**src/rtl/pll_rrc_pkg.sv**
```systemverilog
// shared types, codes and constants for the reference ratio checker
`timescale 1ns / 1ps
package pll_rrc_pkg;

	localparam int NUM_W = 36;
	localparam int DEN_W = 20;
	localparam int CNT_W = 6;

	localparam logic [7:0] MULT_LOW      = 8'd3;
	localparam logic [7:0] MULT_HIGH     = 8'd7;
	localparam logic [2:0] DOUBLE_FACTOR = 3'd2;

	localparam logic [1:0] ST_MATCH    = 2'd0;
	localparam logic [1:0] ST_INVALID  = 2'd1;
	localparam logic [1:0] ST_MISMATCH = 2'd2;

	typedef struct packed {
		logic [31:0]      ref_freq_hz;
		logic [7:0]       doubler_on;
		logic [11:0]      pre_divider;
		logic [7:0]       multiplier;
		logic [7:0]       post_divider;
		logic [NUM_W-1:0] claimed_num;
		logic [DEN_W-1:0] claimed_den;
	} setting_word_t;

	typedef struct packed {
		logic [1:0]       check_status;
		logic [NUM_W-1:0] reduced_num;
		logic [DEN_W-1:0] reduced_den;
	} result_word_t;

	typedef enum logic [3:0] {
		S_IDLE,
		S_SETUP,
		S_GCD_TEST,
		S_MOD,
		S_MOD_SWAP,
		S_DIV_NUM,
		S_NUM_SAVE,
		S_DIV_DEN,
		S_DEN_SAVE,
		S_FINISH
	} ctrl_state_t;

	// operand pair loaded into the shared divider
	typedef enum logic [1:0] {
		DIV_SRC_XY,
		DIV_SRC_NUM,
		DIV_SRC_DEN
	} div_src_t;

	typedef struct packed {
		logic     capture;
		logic     setup;
		logic     div_start;
		div_src_t div_src;
		logic     div_step;
		logic     gcd_swap;
		logic     num_save;
		logic     den_save;
		logic     out_load;
	} dp_cmd_t;

	typedef struct packed {
		logic bad;
		logic y_zero;
		logic div_last;
	} dp_sts_t;

endpackage

```
**src/rtl/pll_reference_ratio_check.sv**
```systemverilog
// top level of the reference ratio checker: controller plus datapath
// an invalid setting skips the euclid steps and the final divisions; a valid one runs
//   the euclid remainder steps, then divides numerator and denominator by the gcd
// one word at a time: a new setting is taken only in idle, after the result is loaded;
//   each euclid step and each final division runs through the single bit-serial divider
// reset: arst_n clears the controller to idle and the output valid flag
`timescale 1ns / 1ps
module pll_reference_ratio_check (
	input  logic                       clk,
	input  logic                       arst_n,
	input  logic                       setting_valid,
	output logic                       setting_stall,
	input  pll_rrc_pkg::setting_word_t setting,
	output logic                       result_valid,
	input  logic                       result_stall,
	output pll_rrc_pkg::result_word_t  result
);
	import pll_rrc_pkg::*;

	dp_cmd_t cmd;
	dp_sts_t sts;

	// controller
	pll_rrc_ctrl u_ctrl (
		.clk           (clk),
		.arst_n        (arst_n),
		.setting_valid (setting_valid),
		.setting_stall (setting_stall),
		.result_valid  (result_valid),
		.result_stall  (result_stall),
		.cmd           (cmd),
		.sts           (sts)
	);

	// datapath
	pll_rrc_dp u_dp (
		.clk     (clk),
		.arst_n  (arst_n),
		.setting (setting),
		.result  (result),
		.cmd     (cmd),
		.sts     (sts)
	);

`ifndef NO_ASSERTIONS
	// an accepted word keeps the block busy on the next cycle
	a_busy_after_accept: assert property (@(posedge clk) disable iff (!arst_n)
		(setting_valid && !setting_stall) |=> setting_stall)
		else $error("block accepted a word without going busy");

	// invalid settings give zero fields
	a_invalid_zero: assert property (@(posedge clk) disable iff (!arst_n)
		(result_valid && (result.check_status == ST_INVALID)) |->
		((result.reduced_num == '0) && (result.reduced_den == '0)))
		else $error("invalid setting with nonzero reduced fraction");

	// a checked fraction always has a nonzero denominator
	a_den_nonzero: assert property (@(posedge clk) disable iff (!arst_n)
		(result_valid && (result.check_status != ST_INVALID)) |->
		(result.reduced_den != '0))
		else $error("reduced denominator is zero");

	// status code is one of the three defined ones
	a_status_code: assert property (@(posedge clk) disable iff (!arst_n)
		result_valid |-> ((result.check_status == ST_MATCH) ||
		(result.check_status == ST_INVALID) || (result.check_status == ST_MISMATCH)))
		else $error("undefined status code");
`endif

endmodule

```
**src/rtl/pll_rrc_ctrl.sv**
```systemverilog
// controller state machine: sequences setup, euclid steps and the final divisions
`timescale 1ns / 1ps
module pll_rrc_ctrl (
	input  logic                clk,
	input  logic                arst_n,
	input  logic                setting_valid,
	output logic                setting_stall,
	output logic                result_valid,
	input  logic                result_stall,
	output pll_rrc_pkg::dp_cmd_t cmd,
	input  pll_rrc_pkg::dp_sts_t sts
);
	import pll_rrc_pkg::*;

	ctrl_state_t state_q, state_d;
	logic        out_valid_q;
	logic        slot_free;

	assign slot_free     = !out_valid_q || !result_stall;
	assign setting_stall = (state_q != S_IDLE);
	assign result_valid  = out_valid_q;

	// state register
	always_ff @(posedge clk or negedge arst_n) begin
		if (!arst_n) begin
			state_q <= S_IDLE;
		end else begin
			state_q <= state_d;
		end
	end

	// output word valid flag
	always_ff @(posedge clk or negedge arst_n) begin
		if (!arst_n) begin
			out_valid_q <= 1'b0;
		end else if (cmd.out_load) begin
			out_valid_q <= 1'b1;
		end else if (!result_stall) begin
			out_valid_q <= 1'b0;
		end
	end

	// next state and datapath commands
	always_comb begin
		state_d = state_q;
		cmd     = '0;
		cmd.div_src = DIV_SRC_XY;
		unique case (state_q)
			S_IDLE: begin
				if (setting_valid) begin
					cmd.capture = 1'b1;
					state_d     = S_SETUP;
				end
			end
			S_SETUP: begin
				cmd.setup = 1'b1;
				state_d   = S_GCD_TEST;
			end
			S_GCD_TEST: begin
				if (sts.bad) begin
					state_d = S_FINISH;
				end else if (sts.y_zero) begin
					cmd.div_start = 1'b1;
					cmd.div_src   = DIV_SRC_NUM;
					state_d       = S_DIV_NUM;
				end else begin
					cmd.div_start = 1'b1;
					cmd.div_src   = DIV_SRC_XY;
					state_d       = S_MOD;
				end
			end
			S_MOD: begin
				cmd.div_step = 1'b1;
				if (sts.div_last) begin
					state_d = S_MOD_SWAP;
				end
			end
			S_MOD_SWAP: begin
				cmd.gcd_swap = 1'b1;
				state_d      = S_GCD_TEST;
			end
			S_DIV_NUM: begin
				cmd.div_step = 1'b1;
				if (sts.div_last) begin
					state_d = S_NUM_SAVE;
				end
			end
			S_NUM_SAVE: begin
				cmd.num_save  = 1'b1;
				cmd.div_start = 1'b1;
				cmd.div_src   = DIV_SRC_DEN;
				state_d       = S_DIV_DEN;
			end
			S_DIV_DEN: begin
				cmd.div_step = 1'b1;
				if (sts.div_last) begin
					state_d = S_DEN_SAVE;
				end
			end
			S_DEN_SAVE: begin
				cmd.den_save = 1'b1;
				state_d      = S_FINISH;
			end
			S_FINISH: begin
				if (slot_free) begin
					cmd.out_load = 1'b1;
					state_d      = S_IDLE;
				end
			end
			default: begin
				state_d = S_IDLE;
			end
		endcase
	end

endmodule

```
**src/rtl/pll_rrc_dp.sv**
```systemverilog
// datapath: setting capture, products, euclid registers, bit-serial divider, output word
`timescale 1ns / 1ps
module pll_rrc_dp (
	input  logic                       clk,
	input  logic                       arst_n,
	input  pll_rrc_pkg::setting_word_t setting,
	output pll_rrc_pkg::result_word_t  result,
	input  pll_rrc_pkg::dp_cmd_t       cmd,
	output pll_rrc_pkg::dp_sts_t       sts
);
	import pll_rrc_pkg::*;

	setting_word_t    cap_q;
	result_word_t     result_q;
	logic [NUM_W-1:0] num_q;
	logic [DEN_W-1:0] den_q;
	logic [NUM_W-1:0] x_q;
	logic [DEN_W-1:0] y_q;
	logic [NUM_W-1:0] dvd_q;
	logic [DEN_W-1:0] dvs_q;
	logic [DEN_W-1:0] rem_q;
	logic [CNT_W-1:0] cnt_q;
	logic             bad_q;

	logic             mult_bad;
	logic             bad_c;
	logic [2:0]       factor;
	logic [NUM_W-1:0] prod_num;
	logic [DEN_W-1:0] prod_den;
	logic [DEN_W:0]   trial;
	logic             fits;
	logic             match;

	// setting check
	always_comb begin
		mult_bad = (cap_q.multiplier != 8'd1) &&
			((cap_q.multiplier < MULT_LOW) || (cap_q.multiplier > MULT_HIGH));
		bad_c = (cap_q.pre_divider == 12'd0) || (cap_q.post_divider == 8'd0) ||
			(cap_q.doubler_on > 8'd1) || mult_bad ||
			((cap_q.doubler_on != 8'd0) && (cap_q.multiplier != 8'd1));
	end

	// products; a valid setting has either the doubler or the multiplier, never both
	assign factor   = (cap_q.doubler_on != 8'd0) ? DOUBLE_FACTOR : cap_q.multiplier[2:0];
	assign prod_num = NUM_W'(cap_q.ref_freq_hz) * NUM_W'(factor);
	assign prod_den = DEN_W'(cap_q.pre_divider) * DEN_W'(cap_q.post_divider);

	// restoring divider step: one quotient bit per cycle
	assign trial = {rem_q, dvd_q[NUM_W-1]};
	assign fits  = (trial >= {1'b0, dvs_q});

	assign match = (num_q == cap_q.claimed_num) && (den_q == cap_q.claimed_den);

	assign sts.bad      = bad_q;
	assign sts.y_zero   = (y_q == '0);
	assign sts.div_last = (cnt_q == CNT_W'(NUM_W - 1));
	assign result       = result_q;

	// step counter and invalid flag
	always_ff @(posedge clk or negedge arst_n) begin
		if (!arst_n) begin
			cnt_q <= '0;
			bad_q <= 1'b0;
		end else begin
			if (cmd.setup) begin
				bad_q <= bad_c;
			end
			if (cmd.div_start) begin
				cnt_q <= '0;
			end else if (cmd.div_step) begin
				cnt_q <= cnt_q + CNT_W'(1);
			end
		end
	end

	// payload registers
	always_ff @(posedge clk) begin
		if (cmd.capture) begin
			cap_q <= setting;
		end
		if (cmd.setup) begin
			num_q <= prod_num;
			den_q <= prod_den;
			x_q   <= prod_num;
			y_q   <= prod_den;
		end
		if (cmd.gcd_swap) begin
			x_q <= NUM_W'(y_q);
			y_q <= rem_q;
		end
		if (cmd.num_save) begin
			num_q <= dvd_q;
		end
		if (cmd.den_save) begin
			den_q <= dvd_q[DEN_W-1:0];
		end
		if (cmd.div_start) begin
			rem_q <= '0;
			unique case (cmd.div_src)
				DIV_SRC_XY: begin
					dvd_q <= x_q;
					dvs_q <= y_q;
				end
				DIV_SRC_NUM: begin
					dvd_q <= num_q;
					dvs_q <= x_q[DEN_W-1:0];
				end
				DIV_SRC_DEN: begin
					dvd_q <= NUM_W'(den_q);
					dvs_q <= x_q[DEN_W-1:0];
				end
				default: begin
					dvd_q <= x_q;
					dvs_q <= y_q;
				end
			endcase
		end else if (cmd.div_step) begin
			if (fits) begin
				rem_q <= DEN_W'(trial - {1'b0, dvs_q});
				dvd_q <= {dvd_q[NUM_W-2:0], 1'b1};
			end else begin
				rem_q <= trial[DEN_W-1:0];
				dvd_q <= {dvd_q[NUM_W-2:0], 1'b0};
			end
		end
		// output word
		if (cmd.out_load) begin
			if (bad_q) begin
				result_q.check_status <= ST_INVALID;
				result_q.reduced_num  <= '0;
				result_q.reduced_den  <= '0;
			end else begin
				result_q.check_status <= match ? ST_MATCH : ST_MISMATCH;
				result_q.reduced_num  <= num_q;
				result_q.reduced_den  <= den_q;
			end
		end
	end

endmodule

```
**config.mk**
```make
export PLATFORM = sky130hd
export DESIGN_NAME = pll_reference_ratio_check
export DESIGN_NICKNAME = d
export VERILOG_FILES = /design/src/rtl/pll_rrc_pkg.sv /design/src/rtl/pll_reference_ratio_check.sv /design/src/rtl/pll_rrc_ctrl.sv /design/src/rtl/pll_rrc_dp.sv
export SDC_FILE = /design/constraint.sdc
export NUM_CORES = 1
export LEC_CHECK = 0
export ABC_AREA = 1
export BUFFER_PORTS_ARGS = -buffer_cell sky130_fd_sc_hd__clkbuf_2
export CELL_PAD_IN_SITES_DETAIL_PLACEMENT = 0
export CELL_PAD_IN_SITES_GLOBAL_PLACEMENT = 1
export CORE_MARGIN = 2
export CORE_UTILIZATION = 48
export CTS_BUF_LIST = sky130_fd_sc_hd__clkbuf_4
export DETAILED_ROUTE_END_ITERATION = 10
export GPL_TIMING_DRIVEN = 0
export MAX_ROUTING_LAYER = met4
export PLACE_DENSITY = 0.85
export REMOVE_ABC_BUFFERS = 1
export SETUP_SLACK_MARGIN = 0.05
export SYNTH_ARGS = -nofsm -noshare
export SYNTH_HDL_FRONTEND = slang
export SYNTH_SLANG_ARGS = --single-unit
```
**constraint.sdc**
```tcl
create_clock -name clk -period 8 [get_ports clk]
set_input_delay 1.6 -clock clk [delete_from_list [all_inputs] [get_ports clk]]
set_output_delay 1.6 -clock clk [all_outputs]
set_load 0.05 [all_outputs]
```
# Word level (Yosys, flattened, before mapping)

Cells that the tools add are included.

Register bits: 381
Input port bits: 128
Output and inout bits: 60
Word-level logic and storage cells: 115

Add/subtract/negate cells: 2
$mul: 2
Order comparisons: 4
Equality and inequality tests: 21
Multiplexer cells: 39
Reduce and logical (&&, ||, !) cells: 25

Operators with widths:

| cell                 | number |
|---|---|
| $mux W36             | 4 |
| $mux W20             | 7 |
| $pmux W36 S2         | 1 |
| $eq A36 B36 Y1       | 1 |
| $pmux W4 S9          | 1 |
| $mul A32 B3 Y35      | 1 |
| $mux W4              | 6 |
| $ge A21 B20 Y1       | 1 |
| $eq A20 B20 Y1       | 1 |
| $logic_not A20 Y1    | 1 |
| $mul A12 B8 Y20      | 1 |
| $sub A20 B20 Y20     | 1 |
| $eq A4 B3 Y1 const B | 4 |
| $mux W1              | 13 |
| $logic_not A12 Y1    | 1 |
| $mux W6              | 2 |
| $mux W3              | 3 |
| $eq A4 B2 Y1 const B | 2 |
| $eq A4 B4 Y1 const B | 2 |
| $gt A8 B1 Y1 const B | 1 |
| $gt A8 B3 Y1 const B | 1 |
| $logic_not A8 Y1     | 1 |
| $lt A8 B2 Y1 const B | 1 |
| $ne A2 B2 Y1 const B | 4 |
| 19 further kinds     | 32 |

# Logic depth before layout (Yosys ltp)

Gate-level depths: netlist of the first run.

Depth after elaboration: 7
Mapped depth: 25
Depth with buffers taken out: 24

# Modules after synthesis

A second synthesis of the first run with hierarchy kept.

Cell total of the unflattened synthesis: 2826
Area, all modules: 24136.9 µm²

Modules (own cells, without submodules):

| module       | instances | cells an instance | area each (µm²) | seq. area each (µm²) |
|---|---|---|---|---|
| pll_rrc_dp   | 1         | 2757              | 23689.0         | 10905.5 |
| pll_rrc_ctrl | 1         | 69                | 447.9           | 125.1 |

# Worst setup path before layout of the first run

Ideal clock, no wire load.

Path type: input to register
Start: in setting_valid
End: reg u_dp.cap_q[0] (netlist bit) (enable)
Arrival time: 6764 ps
Setup slack: 626 ps
Stages: 2
Buffers on the path: 0
Cells stage by stage: inv_1 nor2_1

RTL lines:

| element              | RTL line                        | source |
|---|---|---|
| start, declared      | pll_reference_ratio_check.sv:11 | `input logic setting_valid,` |
| end signal, assigned | pll_rrc_dp.sv:79                | `cap_q <= setting;` |
| end, declared        | pll_rrc_dp.sv:13                | `setting_word_t cap_q;` |

# Final worst setup path of the first run

Start: reg u_dp.cap_q[85] (netlist bit)
End: reg u_dp.x_q[10], data pin

Longest elaborated chain between the ends: 5

RTL lines:

| element              | RTL line         | source |
|---|---|---|
| $reduce_bool A8 Y1   | pll_rrc_dp.sv:44 | `assign factor = (cap_q.doubler_on != 8'd0) ? DOUBLE_FACTOR : cap_q.multiplier[2:0];` |
| $mux W3              | pll_rrc_dp.sv:44 |  |
| $mul A32 B3 Y35      | pll_rrc_dp.sv:45 | `assign prod_num = NUM_W'(cap_q.ref_freq_hz) * NUM_W'(factor);` |
| $mux W20             | pll_rrc_dp.sv:81 | `if (cmd.setup) begin` |
| $mux W20             | pll_rrc_dp.sv:87 | `if (cmd.gcd_swap) begin` |
| end signal, assigned | pll_rrc_dp.sv:84 | `x_q <= prod_num;` |
| end signal, assigned | pll_rrc_dp.sv:88 | `x_q <= NUM_W'(y_q);` |
| end, declared        | pll_rrc_dp.sv:17 | `logic [NUM_W-1:0] x_q;` |

No other way between the ends. The select of a mux whose other input is x is not followed.
A chain may end at the register's enable or synchronous reset.

==> metrics.yaml, run 1 <==
run_status:
  run_status: "completed"
sta:
  period_needed_ps: 4980
  holdWs_ps: 458
  min_period_over_period_pct: 62.2
  rsz0062_at_grt: "false"
  slew_viol_final: 0
  setup_viol: 0
  timing.slew.headroom_pct: 11.1
  skew_ps: 62.2
  hold_viol_final: 0
  setup-tns-final_ps: 0
  worstMarginPinSlew_ps: 1330
  fmax_mhz: 201
routing:
  wl_met1_um: 28700
  first_iter_violations: 1561
  wl_met3_um: 4290
  drc: 0
  wire_per_inst_um: 16.9
  routed_via_density: 5.11
  dr.pass1.iters: 5
  vias: 19700
  ant_nets: 0
  postRouteWirelength_um: 65100
  highest_layer: "met4"
  met2WireLength_um: 30200
logic_synthesis:
  synth_top_family_by_area: "simple AND/OR/NAND/NOR gates"
  synth_flop_cell: "edfxtp_1"
  async_reset_ff_share_pct: 3.15
  syn_area_mm2: 0.0243
  synth_area_leaders: "edfxtp_1 (41%), nand2_1 (13%), inv_1 (8.5%)"
  yosysTopAreaCellShare_pct: 41.3
  yosysSeqAreaShare_pct: 45.4
  synth-xor-area-share_pct: 2.24
  yosys_warnings: 0
  synth.largest_area_cell: "edfxtp_1"
  synth_compound_area_share_pct: 6.43
  synth_mux_area_share_pct: 0
  synth_area_per_cell_um2: 8.42
  synth.distinct_cells: 51
  ys_seq_elements: 381
  synthCells: 2884
  synthAdderAreaFrac_pct: 12.6
  synth_edf_count: 334
  synth_simple_gate_area_share_pct: 22.8
critical_path:
  cp_cell_sequence: "nor3_1 > inv_1 > or2_1 > nor2_1 > inv_1 > nor2_1 > inv_1 > nand2_1 > fa_1 > inv_1 > ha_1 > inv_1 > fa_1 > inv_1 > nand3_1 > nand3_1 > nand2_1 > nand2_1 > xor2_1 > nand2_1 > o21ai_0"
  cp_num_buf_inv: 6
  critPathRequiredTime_ps: 8660
  worstPathArrival_ps: 5640
  reg2reg_setup_slack_ps: 3020
  critPathKind: "reg -> reg"
  crit_slowest_cell: "inv_1"
  r2r_cells: 21
  path_common_cell: "inv_1"
  r2r_end: "u_dp.x_q[10]"
  critPathMaxStageDelay_ps: 570
  end_kind: "register"
  crit_fanout: 30
  path_delay_family: "simple AND/OR/NAND/NOR gates"
  timing.rr.start: "u_dp.cap_q[85]"
  startpoint_type: "register"
floorplan:
  design.core.area_mm2: 0.0501
  ios: 188
  fp-row-count: 82
  chipWidth_um: 229
  die_y_um: 229
  initial_core_util_pct: 48.5
  die_area_mm2: 0.0524
power:
  peakVddDrop_v: 0.000349
  power.density_mw_per_mm2: 417
  p_leak_uw: 0.0134
cells_and_area:
  n_fill_cell: 4742
  layout-drive-gt1-share_pct: 13.5
  area_delta_synth_final_pct: 12.1
  final_area_mm2: 0.0272
  nets: 3408
clocking:
  numCtsBuffers: 99
  clock_latency_ps: 870
  tritoncts: "done"
  root_buffer: "clkbuf_4"
  clkSinkCount: 381
  cts_setup_buffers: 0
  htree_levels: 3
  cts.hold.buffers_added: 0
  clk_pin_slew_ps: 80
  cts-resized-gates: 0
  ctsLongestPathBuffers: 3
placement:
  port_buffers: 187
  dp.final_hpwl_um: 49300
  dpl_cell_area_mm2: 0.0258
  gp_congestion: 0.930
grt:
  grt_usage_pct: 26.0
  globalRouteOverflowTotal: 0
  antenna_found_initial: 3
  grt_pass1_wl_um: 104000
  grt_pass1_vias: 19500
  grt_max_degree: 91
min_path:
  hold_class: "reg -> reg"
  worstHoldPathCells: 2
  hold_path_end: "u_dp.x_q[25]"
  min_from: "u_dp.x_q[25]"
run:
  cap_violations: 0
## registers in the layout, summed over array words and instances, names as in the netlist
| name | cells |
|---|---|
| u_ctrl.result_valid | 1 |
| u_ctrl.state_q | 4 |
| u_dp.bad_q | 1 |
| u_dp.cap_q | 124 |
| u_dp.cnt_q | 6 |
| u_dp.den_q | 20 |
| u_dp.dvd_q | 36 |
| u_dp.dvs_q | 20 |
| u_dp.num_q | 36 |
| u_dp.rem_q | 20 |
| u_dp.result | 58 |
| u_dp.x_q | 35 |
| u_dp.y_q | 20 |
## tightest hold or removal path: cells and delay by family (launching register included)
kind,cells,cell delay [ps]
DFF,1,310
and+or+nand+nor,2,110
## worst max path at each step
stage               slack, ps            from             end  depth (start not counted)
floorplan                 630   setting_valid   u_dp.cap_q[0]                          2
global placement        -1600   setting_valid  u_dp.cap_q[73]                          3
CTS                      2990  u_dp.cap_q[85]  u_dp.num_q[18]                         23
global route             2570  u_dp.cap_q[85]  u_dp.num_q[18]                         23
finish                   3020  u_dp.cap_q[85]    u_dp.x_q[10]                         21
detailed placement       3030  u_dp.cap_q[85]  u_dp.num_q[18]                         23
## layer usage
metal / up-vias / track usage (%)
met2: 680 / 41.5
met3: 119 / 4.43
met1: 9283 / 34.1
met5: - / -
li1: 9611 / -
met4: 0 / 7.93
## power by group
group	switching (µW)	internal (µW)	total [µW]
Combinational	4110	1890	6000
Sequential	381	3160	3540
Clock	841	960	1800
Total	5330	6000	11300
## cells by family after synthesis
family	after synthesis
DFF	381
and+or+nand+nor	1309
AOI/OAI and AO/OA	286
buffers and inverters	657
xor gates and xnor gates	62
adders and majority gates	189
## final cells by class
cell class,instances,area [µm²],area share [%]
clock buffers,163,1220,4.50
diodes,4,10.0,0.0368
multi-input cells,1846,10700,39.4
flip-flops and latches,381,11000,40.5
inverters,568,2130,7.84
well taps,672,841,3.09
repair buffers,195,1110,4.08
clock inverters,23,148,0.543
## cells in the mapped netlist (11+ instances only)
library cell and n:
a21oi_1 55, o21ai_1 47, nand3b_1 17, buf_2 26, o21ai_0 113, nand2_1 840, inv_2 13, nand4_1 23
nor3_1 24, ha_1 97, a31oi_1 17, nand3_1 161, fa_1 92, nand3_2 11, nor2_1 193, dfrtp_1 12
clkbuf_1 49, xnor2_1 31, dfxtp_1 35, inv_1 552, xor2_1 31, edfxtp_1 334, o22ai_1 27
## placed cells by master (no fill, tap or decap), types with 47 or more instances in the layout
cell and instances:
ha_1 96, a21oi_1 54, o21ai_1 47, nand2_1 839, clkbuf_4 163, fa_1 92
clkbuf_2 187, o21ai_0 113, inv_1 552, edfxtp_1 334, nor2_1 191, nand3_1 161
## metrics by stage
step / util, % / total power [µW] / worst slack [ps] / std cells
5_1_grt: 54.3 / 12400 / 2570 / 3852
3_5_place_dp: 51.6 / 9510 / 3030 / 3662
4_1_cts: 54.3 / 11400 / 2990 / 3848
2_1_floorplan: - / 7530 / 626 / 2795
6_report: 54.3 / 11300 / 3020 / 3852
3_3_place_gp: 51.2 / 9440 / -1600 / 3654
(Power assumes the default switching activity.)
==> inputs of run 2 (changes only) <==
--- a/config.mk
+++ b/config.mk
@@ -5,17 +5,17 @@
 export SDC_FILE = /design/constraint.sdc
 export NUM_CORES = 1
 export LEC_CHECK = 0
-export ABC_AREA = 1
+export ABC_AREA = 0
 export BUFFER_PORTS_ARGS = -buffer_cell sky130_fd_sc_hd__clkbuf_2
 export CELL_PAD_IN_SITES_DETAIL_PLACEMENT = 0
 export CELL_PAD_IN_SITES_GLOBAL_PLACEMENT = 1
 export CORE_MARGIN = 2
-export CORE_UTILIZATION = 48
+export CORE_UTILIZATION = 45
 export CTS_BUF_LIST = sky130_fd_sc_hd__clkbuf_4
 export DETAILED_ROUTE_END_ITERATION = 10
 export GPL_TIMING_DRIVEN = 0
 export MAX_ROUTING_LAYER = met4
-export PLACE_DENSITY = 0.85
+export PLACE_DENSITY = 0.81
 export REMOVE_ABC_BUFFERS = 1
 export SETUP_SLACK_MARGIN = 0.05
 export SYNTH_ARGS = -nofsm -noshare
==> constraint.sdc (replaced) <==
create_clock -name clk -period 4.2 [get_ports clk]
set_input_delay 0.84 -clock clk [delete_from_list [all_inputs] [get_ports clk]]
set_output_delay 0.84 -clock clk [all_outputs]
set_load 0.05 [all_outputs]
==> run 2 against run 1 <==
Against the previous run: the flow now finishes with violations (setup timing); global-route usage down 1.1 points; sequential cell count unchanged; synthesized area down 7.4%; first-iteration DRC count down 20%; sequential share of layout area down 0.79 points; largest cell class is now multi-input gates.
==> metrics.yaml, run 2 <==
run_status:
  run_status: "finished, violations left"
  violations: "setup timing"
clocking:
  htree_levels: 3
  clkSinkCount: 381
  tritoncts: "done"
  root_buffer: "clkbuf_4"
  ctsLongestPathBuffers: 3
  numCtsBuffers: 98
  clk_pin_slew_ps: 70
  clock_latency_ps: 880
cells_and_area:
  layout_commonest_cell: "edfxtp_1"
  top_register: "u_dp.cap_q"
  layout-drive-gt1-share_pct: 28.2
  final_cell_mix: "edfxtp_1 (334), nand2_1 (333), clkbuf_2 (187)"
  largest_register_ffs: 124
  final_cells: 3240
  area_delta_synth_final_pct: 23.4
  nets: 2813
sta:
  hold_viol_final: 0
  timing.slew.headroom_pct: 12.2
  min_period_over_period_pct: 113
  slew_viol_final: 0
  skew_ps: 77.0
  fmax_mhz: 211
  setup_ws_ps: -542
  worstMarginPinSlew_ps: 1310
  period_needed_ps: 4740
  rsz0062_at_grt: "true"
  setup_viol: 27
logic_synthesis:
  synth.distinct_cells: 71
  yosysSeqAreaShare_pct: 49.1
  yosys_warnings: 0
  synth_area_leaders: "edfxtp_1 (45%), fa_1 (8.2%), nand2_1 (5.8%)"
  synth_flop_cell: "edfxtp_1"
  async_reset_ff_share_pct: 3.15
  yosysTopAreaCellShare_pct: 44.6
  synthMostInstantiatedCell: "nand2_1"
  synthCells: 2159
  synth_edf_count: 334
  synth_area_per_cell_um2: 10.4
  ys_seq_elements: 381
  synthTopCellsByCount: "nand2_1 (346), edfxtp_1 (334), inv_1 (176), o21ai_0 (157), nor2_1 (121)"
  syn_area_mm2: 0.0225
  synth.largest_area_cell: "edfxtp_1"
power:
  p_sw_uw: 11000
  comb_power_share_pct: 59.9
  power_frac_seq_pct: 27.1
  internal_power_uw: 14600
  power_frac_clock_pct: 13.0
  power.density_mw_per_mm2: 920
  p_leak_uw: 0.0112
  swShare_pct: 42.9
  total_power_uw: 25500
  peakVddDrop_v: 0.00164
routing:
  postRouteWirelength_um: 62200
  vias: 17400
  wire_per_inst_um: 19.2
  ant_nets: 0
  dr.pass1.iters: 5
  first_iter_violations: 1255
  routed_via_density: 5.36
  drc: 0
placement:
  pre_cts_ws_ps: -1610
  port_buffers: 187
  gp_congestion: 0.893
  dp.final_hpwl_um: 43500
  dpl.cell_count: 2928
floorplan:
  chipWidth_um: 228
  die_y_um: 228
  die_area_mm2: 0.0518
  fp-row-count: 81
  ios: 188
  initial_core_util_pct: 45.7
  design.core.area_mm2: 0.0492
critical_path:
  critPathKind: "reg -> reg"
  crit_fanout: 5
  end_kind: "register"
  critPathRequiredTime_ps: 4810
  worstPathArrival_ps: 5350
  startpoint_type: "register"
  r2r_cells: 17
  crit_end: "u_dp.den_q[17]"
  timing.rr.start: "u_dp.cap_q[58]"
  r2r_end: "u_dp.den_q[17]"
  reg2reg_setup_slack_ps: -540
  worstSetupStartpoint: "u_dp.cap_q[58]"
grt:
  grt_pass1_wl_um: 94900
  grt_usage_pct: 24.9
  globalRouteOverflowTotal: 0
  grt_pass1_vias: 17100
  antenna_found_initial: 2
  grt_max_degree: 79
min_path:
  hold_class: "in -> reg"
run:
  cap_violations: 0
[run 2: worst min path at each step]
stage                 start  cells after the start  slack, ps             end
4_1_cts         setting[41]                      1         50  u_dp.cap_q[41]
5_1_grt         setting[41]                      1         50  u_dp.cap_q[41]
3_3_place_gp   u_dp.x_q[26]                      2        430    u_dp.x_q[26]
3_5_place_dp   u_dp.x_q[30]                      2        440    u_dp.x_q[30]
6_report        setting[41]                      1        130  u_dp.cap_q[41]
2_1_floorplan  u_dp.x_q[20]                      2        430    u_dp.x_q[20]
[run 2: area by class of cell]
class / instances / area (µm²)
multi-input cells: 1507 / 11600
diodes: 3 / 7.51
repair buffers: 330 / 2300
clock inverters: 25 / 151
clock buffers: 152 / 1140
well taps: 664 / 831
flip-flops and latches: 381 / 11000
fillers: 4204 / 21400
inverters: 178 / 671
[run 2: metal layers]
metal | up-vias | share of wire, % | GRT usage [%]
met3 | 101 | 7.2 | 4.87
met1 | 8477 | 44 | 33.5
met5 | - | 0 | -
met2 | 638 | 47 | 38.2
li1 | 8155 | - | -
met4 | 0 | 2.2 | 7.42
[run 2: worst max-delay path, cell delays in order (launching register included)]
cell and delay [ps]:
edfxtp_1 420, buf_6 150, buf_6 120, and2_1 170, fa_1 500, fa_1 450
fa_1 560, inv_2 40, fa_1 550, inv_2 50, ha_4 320, nor2_4 60
a211oi_2 270, nor3_2 90, a21oi_2 240, a31oi_2 150, xor2_2 280, o21ai_1 100
[run 2: what timing repair did]
item / 4_1_cts / 5_1_grt
hold buffers: 1 / 0
gates resized for setup: 195 / 125
setup endpoints to repair: 90 / 92
cloned: 6 / 1
buffers inserted: 104 / 24
pin swaps: 106 / 78
endpoints found under the hold margin: 12 / 0
[run 2: kinds of logic after synthesis]
kind of cell / share of synthesized area, %
adders and majority gates: 13.6
DFF: 49.1
muxes: 1.58
xor gates and xnor gates: 4.56
and+or+nand+nor: 15.4
AOI/OAI and AO/OA: 11.1
buffers and inverters: 4.75
[run 2: metrics by stage]
| stage | hold WS (ps) | util (%) | setup TNS, ps | area [µm²] |
|---|---|---|---|---|
| 2_1_floorplan | 425 | - | -181030 | 22100 |
| 5_1_grt | 52.2 | 56.5 | -15450 | 27800 |
| 3_5_place_dp | 442 | 49.1 | -87740 | 24200 |
| 3_3_place_gp | 433 | 48.5 | -996480 | 23900 |
| 4_1_cts | 53.4 | 55.1 | -9370 | 27100 |
| 6_report | 129 | 56.5 | -8740 | 27800 |
[run 2: power groups by stage]
stage | Combinational, µW | Sequential [µW] | Clock [µW]
2_1_floorplan | 6970 | 6870 | 0
3_3_place_gp | 10000 | 7050 | 0
3_5_place_dp | 10300 | 6970 | 0
4_1_cts | 14300 | 6890 | 3380
5_1_grt | 16700 | 7010 | 3570
6_report | 15300 | 6920 | 3310
